==> config.mk <==
export PLATFORM = sky130hd
export DESIGN_NAME = ir_pulse_distance_frame_encoder
export DESIGN_NICKNAME = d
export VERILOG_FILES = /design/src/hdl/ipde_pkg.sv /design/src/hdl/ir_pulse_distance_frame_encoder.sv /design/src/hdl/ipde_front.sv /design/src/hdl/ipde_queue.sv /design/src/hdl/ipde_back.sv
export SDC_FILE = /design/constraint.sdc
export NUM_CORES = 1
export LEC_CHECK = 0
export BUFFER_PORTS_ARGS = -buffer_cell sky130_fd_sc_hd__buf_2
export CAP_MARGIN = 0
export CORE_UTILIZATION = 43
export CTS_BUF_LIST = sky130_fd_sc_hd__clkbuf_4 sky130_fd_sc_hd__clkbuf_8
export DETAILED_ROUTE_END_ITERATION = 16
export PLACE_DENSITY = 0.78
export SLEW_MARGIN = 20
export SYNTH_ARGS = -nofsm -noshare
export SYNTH_HDL_FRONTEND = slang
export SYNTH_SLANG_ARGS = --single-unit
==> constraint.sdc <==
create_clock -name clk -period 1.9 [get_ports clk]
set_input_delay 0.095 -clock clk [delete_from_list [all_inputs] [get_ports clk]]
set_output_delay 0.095 -clock clk [all_outputs]
set_load 0.05 [all_outputs]
==> src/hdl/ipde_pkg.sv <==
package ipde_pkg;

    localparam int unsigned MarkW  = 12;
    localparam int unsigned SpaceW = 17;
    localparam int unsigned ByteW  = 8;

    // Default depth of the queue between front and back
    localparam int unsigned QueueDepthDefault = 2;

    localparam logic [MarkW-1:0]  HDR0_MARK_US  = MarkW'(3400);
    localparam logic [SpaceW-1:0] HDR0_SPACE_US = SpaceW'(3400);
    localparam logic [MarkW-1:0]  HDR1_MARK_US  = MarkW'(3300);
    localparam logic [SpaceW-1:0] HDR1_SPACE_US = SpaceW'(1700);
    localparam logic [MarkW-1:0]  BIT_MARK_US   = MarkW'(400);
    localparam logic [SpaceW-1:0] ONE_SPACE_US  = SpaceW'(1250);
    localparam logic [SpaceW-1:0] ZERO_SPACE_US = SpaceW'(500);
    localparam logic [SpaceW-1:0] GAP_US        = SpaceW'(100000);

    localparam logic PROTO_MSB_FIRST = 1'b0;
    localparam logic PROTO_LSB_FIRST = 1'b1;

    // One classified byte, bits already in send order (send bit 7 first)
    typedef struct packed {
        logic [ByteW-1:0] bits;
        logic             has_header;
        logic             has_trailer;
        logic             proto;
    } ipde_item_t;

    typedef enum logic [1:0] {
        SEQ_IDLE,
        SEQ_HEADER,
        SEQ_BITS,
        SEQ_TRAILER
    } seq_state_t;

endpackage

==> src/hdl/ir_pulse_distance_frame_encoder.sv <==
// Pulse-distance IR frame encoder: takes one frame byte per data transaction
// and produces mark/space pairs in microseconds, one pair per pair transaction.
// A byte flagged first_byte gets a header pair (3400/3400 for protocol 0,
// 3300/1700 for protocol 1), then eight bit pairs of a 400 mark and a 1250
// (one) or 500 (zero) space, MSB first for protocol 0 and LSB first for
// protocol 1; a byte flagged last_byte adds a 400/100000 trailer pair.
// last_of_run marks the final pair of each byte. A byte gives 8 to 10 pairs
// at the output, one pair per cycle while pair_stall is low, paced by the back-end
// sequencer; a byte arriving while the back end is empty is first loaded from the queue.
// A small queue (QUEUE_DEPTH entries) sits between the front end, which holds
// the protocol register and classifies bytes, and the back end, so new bytes
// are taken while earlier ones are still being sent. The protocol is sampled
// when a byte is accepted; write protocol_select only while the block is idle.
module ir_pulse_distance_frame_encoder
    import ipde_pkg::*;
#(
    parameter int unsigned QUEUE_DEPTH = QueueDepthDefault
)
(
    input  logic              clk,
    input  logic              rst_n,
    // data channel
    input  logic              data_valid,
    output logic              data_stall,
    input  logic [ByteW-1:0]  data_byte,
    input  logic              first_byte,
    input  logic              last_byte,
    // configuration write channel
    input  logic              cfg_valid,
    output logic              cfg_ready,
    input  logic              protocol_select,
    // pair channel
    output logic              pair_valid,
    input  logic              pair_stall,
    output logic [MarkW-1:0]  mark_us,
    output logic [SpaceW-1:0] space_us,
    output logic              last_of_run
);

    logic       q_full;
    logic       q_push;
    ipde_item_t q_push_item;
    logic       q_pop;
    logic       q_valid;
    ipde_item_t q_head_item;

    // Front end: protocol register, bit-order fixup, push into the queue
    ipde_front u_front
    (
        .clk             (clk),
        .rst_n           (rst_n),
        .data_valid      (data_valid),
        .data_stall      (data_stall),
        .data_byte       (data_byte),
        .first_byte      (first_byte),
        .last_byte       (last_byte),
        .cfg_valid       (cfg_valid),
        .cfg_ready       (cfg_ready),
        .protocol_select (protocol_select),
        .q_full          (q_full),
        .q_push          (q_push),
        .q_item          (q_push_item)
    );

    // Decouple byte intake from pair generation
    ipde_queue #(
        .DEPTH (QUEUE_DEPTH)
    ) u_queue
    (
        .clk        (clk),
        .rst_n      (rst_n),
        .push       (q_push),
        .push_item  (q_push_item),
        .full       (q_full),
        .pop        (q_pop),
        .head_valid (q_valid),
        .head_item  (q_head_item)
    );

    // Back end: header, bits, trailer sequencer with a registered output
    ipde_back u_back
    (
        .clk         (clk),
        .rst_n       (rst_n),
        .q_valid     (q_valid),
        .q_item      (q_head_item),
        .q_pop       (q_pop),
        .pair_valid  (pair_valid),
        .pair_stall  (pair_stall),
        .mark_us     (mark_us),
        .space_us    (space_us),
        .last_of_run (last_of_run)
    );

endmodule

==> src/hdl/ipde_front.sv <==
module ipde_front
    import ipde_pkg::*;
(
    input  logic             clk,
    input  logic             rst_n,
    input  logic             data_valid,
    output logic             data_stall,
    input  logic [ByteW-1:0] data_byte,
    input  logic             first_byte,
    input  logic             last_byte,
    input  logic             cfg_valid,
    output logic             cfg_ready,
    input  logic             protocol_select,
    input  logic             q_full,
    output logic             q_push,
    output ipde_item_t       q_item
);

    logic             proto_reg;
    logic             proto_next;
    logic [ByteW-1:0] reversed;

    assign cfg_ready = 1'b1;

    always_comb
    begin
        proto_next = proto_reg;
        if (cfg_valid && cfg_ready)
        begin
            proto_next = protocol_select;
        end
    end

    always_ff @(posedge clk or negedge rst_n)
    begin
        if (!rst_n)
        begin
            proto_reg <= PROTO_MSB_FIRST;
        end
        else
        begin
            proto_reg <= proto_next;
        end
    end

    // Reverse the byte so the back end always shifts out bit 7 first
    always_comb
    begin
        for (int i = 0; i < ByteW; i++)
        begin
            reversed[i] = data_byte[ByteW-1-i];
        end
    end

    assign data_stall = q_full;
    assign q_push     = data_valid && !q_full;

    always_comb
    begin
        q_item.bits        = (proto_reg == PROTO_LSB_FIRST) ? reversed : data_byte;
        q_item.has_header  = first_byte;
        q_item.has_trailer = last_byte;
        q_item.proto       = proto_reg;
    end

endmodule

==> src/hdl/ipde_queue.sv <==
module ipde_queue
    import ipde_pkg::*;
#(
    parameter int unsigned DEPTH = QueueDepthDefault
)
(
    input  logic       clk,
    input  logic       rst_n,
    input  logic       push,
    input  ipde_item_t push_item,
    output logic       full,
    input  logic       pop,
    output logic       head_valid,
    output ipde_item_t head_item
);

    localparam int unsigned PtrW = (DEPTH > 1) ? $clog2(DEPTH) : 1;
    localparam int unsigned CntW = $clog2(DEPTH + 1);

    ipde_item_t          slot_reg [DEPTH];
    logic [PtrW-1:0]     wr_ptr_reg;
    logic [PtrW-1:0]     wr_ptr_next;
    logic [PtrW-1:0]     rd_ptr_reg;
    logic [PtrW-1:0]     rd_ptr_next;
    logic [CntW-1:0]     count_reg;
    logic [CntW-1:0]     count_next;

    function automatic logic [PtrW-1:0] ptr_inc(input logic [PtrW-1:0] p);
        logic [PtrW-1:0] r;
        if (p == PtrW'(DEPTH - 1))
        begin
            r = '0;
        end
        else
        begin
            r = p + 1'b1;
        end
        return r;
    endfunction

    assign full       = (count_reg == CntW'(DEPTH));
    assign head_valid = (count_reg != '0);
    assign head_item  = slot_reg[rd_ptr_reg];

    always_comb
    begin
        wr_ptr_next = push ? ptr_inc(wr_ptr_reg) : wr_ptr_reg;
        rd_ptr_next = pop ? ptr_inc(rd_ptr_reg) : rd_ptr_reg;
        count_next  = count_reg;
        if (push && !pop)
        begin
            count_next = count_reg + 1'b1;
        end
        else if (pop && !push)
        begin
            count_next = count_reg - 1'b1;
        end
    end

    always_ff @(posedge clk or negedge rst_n)
    begin
        if (!rst_n)
        begin
            wr_ptr_reg <= '0;
            rd_ptr_reg <= '0;
            count_reg  <= '0;
        end
        else
        begin
            wr_ptr_reg <= wr_ptr_next;
            rd_ptr_reg <= rd_ptr_next;
            count_reg  <= count_next;
        end
    end

    always_ff @(posedge clk)
    begin
        if (push)
        begin
            slot_reg[wr_ptr_reg] <= push_item;
        end
    end

    a_no_overflow: assert property (@(posedge clk) disable iff (!rst_n)
        push |-> (!full || pop))
        else $error("queue push while full");

    a_no_underflow: assert property (@(posedge clk) disable iff (!rst_n)
        pop |-> head_valid)
        else $error("queue pop while empty");

endmodule

==> src/hdl/ipde_back.sv <==
module ipde_back
    import ipde_pkg::*;
(
    input  logic              clk,
    input  logic              rst_n,
    input  logic              q_valid,
    input  ipde_item_t        q_item,
    output logic              q_pop,
    output logic              pair_valid,
    input  logic              pair_stall,
    output logic [MarkW-1:0]  mark_us,
    output logic [SpaceW-1:0] space_us,
    output logic              last_of_run
);

    seq_state_t        state_reg;
    seq_state_t        state_next;
    logic [ByteW-1:0]  shift_reg;
    logic [ByteW-1:0]  shift_next;
    logic [2:0]        bit_cnt_reg;
    logic [2:0]        bit_cnt_next;
    logic              trailer_reg;
    logic              trailer_next;
    logic              proto_reg;
    logic              proto_next;

    logic              pair_valid_reg;
    logic              pair_valid_next;
    logic [MarkW-1:0]  mark_reg;
    logic [MarkW-1:0]  mark_next;
    logic [SpaceW-1:0] space_reg;
    logic [SpaceW-1:0] space_next;
    logic              last_reg;
    logic              last_next;

    logic              advance;
    logic              emit;
    logic              item_done;

    assign advance = !pair_valid_reg || !pair_stall;

    always_comb
    begin
        state_next      = state_reg;
        shift_next      = shift_reg;
        bit_cnt_next    = bit_cnt_reg;
        trailer_next    = trailer_reg;
        proto_next      = proto_reg;
        mark_next       = mark_reg;
        space_next      = space_reg;
        last_next       = last_reg;
        emit            = 1'b0;
        item_done       = 1'b0;
        q_pop           = 1'b0;

        unique case (state_reg)
            SEQ_IDLE:
            begin
                item_done = 1'b1;
            end
            SEQ_HEADER:
            begin
                if (advance)
                begin
                    emit       = 1'b1;
                    mark_next  = (proto_reg == PROTO_LSB_FIRST) ? HDR1_MARK_US : HDR0_MARK_US;
                    space_next = (proto_reg == PROTO_LSB_FIRST) ? HDR1_SPACE_US
                                                                : HDR0_SPACE_US;
                    last_next  = 1'b0;
                    state_next = SEQ_BITS;
                end
            end
            SEQ_BITS:
            begin
                if (advance)
                begin
                    emit         = 1'b1;
                    mark_next    = BIT_MARK_US;
                    space_next   = shift_reg[ByteW-1] ? ONE_SPACE_US : ZERO_SPACE_US;
                    shift_next   = {shift_reg[ByteW-2:0], 1'b0};
                    bit_cnt_next = bit_cnt_reg + 1'b1;
                    last_next    = 1'b0;
                    if (bit_cnt_reg == 3'd7)
                    begin
                        if (trailer_reg)
                        begin
                            state_next = SEQ_TRAILER;
                        end
                        else
                        begin
                            last_next = 1'b1;
                            item_done = 1'b1;
                        end
                    end
                end
            end
            SEQ_TRAILER:
            begin
                if (advance)
                begin
                    emit       = 1'b1;
                    mark_next  = BIT_MARK_US;
                    space_next = GAP_US;
                    last_next  = 1'b1;
                    item_done  = 1'b1;
                end
            end
            default:
            begin
                state_next = SEQ_IDLE;
            end
        endcase

        // Load the next byte as the current one finishes, or at once when idle
        if (item_done)
        begin
            if (q_valid)
            begin
                q_pop        = 1'b1;
                shift_next   = q_item.bits;
                bit_cnt_next = '0;
                trailer_next = q_item.has_trailer;
                proto_next   = q_item.proto;
                state_next   = q_item.has_header ? SEQ_HEADER : SEQ_BITS;
            end
            else
            begin
                state_next = SEQ_IDLE;
            end
        end

        pair_valid_next = advance ? emit : pair_valid_reg;
    end

    always_ff @(posedge clk or negedge rst_n)
    begin
        if (!rst_n)
        begin
            state_reg      <= SEQ_IDLE;
            pair_valid_reg <= 1'b0;
        end
        else
        begin
            state_reg      <= state_next;
            pair_valid_reg <= pair_valid_next;
        end
    end

    always_ff @(posedge clk)
    begin
        shift_reg   <= shift_next;
        bit_cnt_reg <= bit_cnt_next;
        trailer_reg <= trailer_next;
        proto_reg   <= proto_next;
        mark_reg    <= mark_next;
        space_reg   <= space_next;
        last_reg    <= last_next;
    end

    assign pair_valid  = pair_valid_reg;
    assign mark_us     = mark_reg;
    assign space_us    = space_reg;
    assign last_of_run = last_reg;

    a_gap_ends_run: assert property (@(posedge clk) disable iff (!rst_n)
        (pair_valid_reg && space_reg == GAP_US) |-> last_reg)
        else $error("trailing gap not flagged as end of run");

    a_run_continues: assert property (@(posedge clk) disable iff (!rst_n)
        (emit && !last_next) |=> (state_reg != SEQ_IDLE))
        else $error("sequencer went idle in the middle of a byte");

    a_pop_only_at_end: assert property (@(posedge clk) disable iff (!rst_n)
        q_pop |-> (state_reg == SEQ_IDLE || (emit && last_next)))
        else $error("next byte loaded before current byte finished");

endmodule

==> summary.md <==
| Metric | Value |
|---|---|
| Outcome | completed |
| Synth Warn # | 0 |
| Number of flops mapped to enable cells by yosys | 41 |
| Final Worst Setup Slack | 49.3 ps |
| CTS Buf Count | 9 |
| Tmin final | approximately 1900 ps |
| H-tree levels | 3 |
| Die area | roughly 0.0066 sq mm |
| Post-DP HPWL | between 2 and 3 mm |
| Post-Syn Area | ~0.0027 sq mm |
| Leading area contributor after synthesis | edfxtp_1 |
| Crit path max-delay family | adder cells |
| F_max | between 0.5 and 0.6 GHz |
| Crit end category | register |
| Clock Sinks | 60 |
| Port Buf Inserts | 40 |
| Final Hold Vio Count | 0 |
| Routed WL per cell | around 13 microns |
| M3 GR Usage | 0.0438 |
| Reg2Reg Setup Slack | just under 50 ps |
| Synth-to-Final Area Change | 21.0% |
| Number of global-route vias before repair | about 1500 |
| Fraction of layout cells with a size suffix above 1 | 0.374 |
| I/O pins | 49 |
| CP dominant cell by count | ha_4 |
| Primary FF master, synth | edfxtp_1 |
| Synth async-reset ratio | 0.133 |
| Worst-path cell chain | ha_4, ha_4, and3b_2, o211ai_4, a21oi_4, inv_2, ha_4, xor2_1, nor2_1, xor2_1 |
| Residual DRC | 0 |
| CP max FO | 3 |
| Startpoint class of the critical path | register |
| Worst path max stage delay | ~340 ps |
| First-pass iteration count of the detailed router | 4 |
| Final Cycle Share | 0.974 |
| CTS tree | yes |
| # setup viols final | 0 |
| Final design utilization | 0.546 |
| Clk buf depth | 2 |
| Number of max-cap violations | 0 |
| GR Util All Layers | 0.150 |
| Root buffer cell | clkbuf_8 |
| Top-area cell type share of the netlist area | 0.456 |
| Syn Inst Count | a little under 200 |
| Post-DRT Antenna Nets | 0 |
| Iteration-0 DRC Markers | 60 |
| Most used routing layer | met2 |
| Chip Width | ~81 microns |
| Total Wirelength | ~4.2 mm |
| Top post-synthesis cells by area | edfxtp_1 (46%), mux2i_1 (9.3%), dfxtp_1 (8.2%) |
| Met2 Use GR | 0.244 |
| Count leader, synth | edfxtp_1 |
| CP required | about 2100 ps |
| Initial antenna violation count | 0 |
| Slew @ Worst Pin | between 500 and 600 ps |
| Worst-path clk slew | 70 ps |
| Seq cells post-synth | 60 |
| Commonest cells in the netlist | edfxtp_1 (41), mux2i_1 (25), buf_4 (15), inv_1 (12) |
| CP arrival | 2070 ps |
| Via Count | about 1600 |
| Place WS | -30.1 ps |
| Std cell rows | 28 |
| Max-slew headroom | 0.652 |
| Max-slew violations | 0 |
| Worst min path class | in2reg |
| Worst path slowest cell | dfxtp_2 |
| Clock Skew | between 7 and 8 ps |
| Sequential-to-total area share from yosys stat | 0.611 |
| Initial Utilization | 0.451 |
| Setup CP Type | reg2reg |
| Remaining global-route overflow | 0 |
| RSZ-0062 raised after global routing | true |
| Clk_lat worst skew | between 300 and 400 ps |
| Mean Syn Cell Area | between 10 and 15 sq um |
| Met1 Track Usage GR | 0.168 |
| Global-route wire length before repair | between 6 and 7 mm |
| DR vias/cell | a little under 5 |
| Max reg flops | 22 |
| Final nets | 273 |
| Largest net degree at the start of global routing | 15 |
| Die H | between 80 and 90 microns |
| Distinct cells, synth | 39 |
| Gpl congestion | 0.842 |
| Buf/Inv on CP | 1 |
| Core region area | ~0.006 sq mm |
| Number of diodes | 0 |
==> final cells by class <==
| cell class | instances | area (sq um) |
|---|---|---|
| clock buffers | 9 | 124 |
| clock inverters | 7 | 76.3 |
| fillers | 494 | 2720 |
| inverters | 12 | 45.0 |
| multi-input cells | 109 | 912 |
| flip-flops and latches | 60 | 1650 |
| well taps | 75 | 93.8 |
| repair buffers | 57 | 363 |
==> cells in the final DEF (no fill, tap or decap), types with 2 or more instances in the layout <==
master	count
dfxtp_2	2
nand3_1	2
dfxtp_1	9
xor2_1	3
clkinv_4	2
inv_1	10
nand2_1	10
ha_1	4
mux2_2	11
xnor2_1	2
and3_1	3
nor3_1	2
clkinvlp_4	2
buf_4	11
nor2_1	9
buf_2	40
ha_4	3
dlygate4sd3_1	4
nand2b_1	3
conb_1	8
dfrtp_1	8
mux2i_1	25
clkbuf_8	9
edfxtp_1	41
buf_12	2
o21ai_0	3
a21oi_1	3
inv_2	2
==> what timing repair did <==
item	4_1_cts	5_1_grt
endpoints found under the hold margin	13	0
hold buffers	4	0
pin swaps	4	5
gates resized for setup	7	1
endpoints found under the setup margin	1	1
gates cloned	0	0
buffers inserted	1	2
==> stage by stage <==
stage,instances,TNS [ps],hold slack (ps),instance area (sq um)
3_3_place_gp,306,0,-46.7,2980
4_1_cts,327,0,5.89,3250
2_1_floorplan,201,-129,-201,2740
5_1_grt,329,-45.4,9.77,3270
3_5_place_dp,306,-30.1,-47.5,2980
6_report,329,0,22.7,3270
==> layer usage <==
metal | up-vias | part of all wire | routed length, microns
met3 | 10 | 0.049 | 207
met2 | 59 | 0.49 | 2060
met1 | 735 | 0.44 | 1850
li1 | 777 | - | -
met5 | - | 0 | 0
met4 | 0 | 0.020 | 84
==> cell families after synthesis <==
| group | after synthesis | synth area share |
|---|---|---|
| adders and majority gates | 8 | 0.0371 |
| AOI/OAI and AO/OA | 15 | 0.0477 |
| xor gates and xnor gates | 6 | 0.0222 |
| DFF | 60 | 0.611 |
| and+or+nand+nor | 36 | 0.0653 |
| muxes | 36 | 0.138 |
| other | 2 | 0.00278 |
| buffers and inverters | 32 | 0.0750 |
==> path summary, 6_finish.rpt <==
check                                              startpoint                          endpoint  depth (start not counted)
worst min register to register  u_back.bit_cnt_reg[1]$_DFF_P_     u_back.bit_cnt_reg[1]$_DFF_P_                          2
worst min-delay path                                cfg_valid     u_front.proto_reg$_DFFE_PN0P_                          2
max in group asynchronous                               rst_n  u_queue.count_reg[0]$_DFFE_PN0P_                          2
worst max-delay path            u_back.bit_cnt_reg[0]$_DFF_P_  u_queue.count_reg[1]$_DFFE_PN0P_                         10
min in group asynchronous                               rst_n    u_queue.rd_ptr_reg$_DFFE_PN0P_                          2
worst max register to register  u_back.bit_cnt_reg[0]$_DFF_P_  u_queue.count_reg[1]$_DFFE_PN0P_                         10
Power is left out: the tool's default activity adds up to more than one toggle a clock period on the data nets, which glitch-free logic cannot reach.
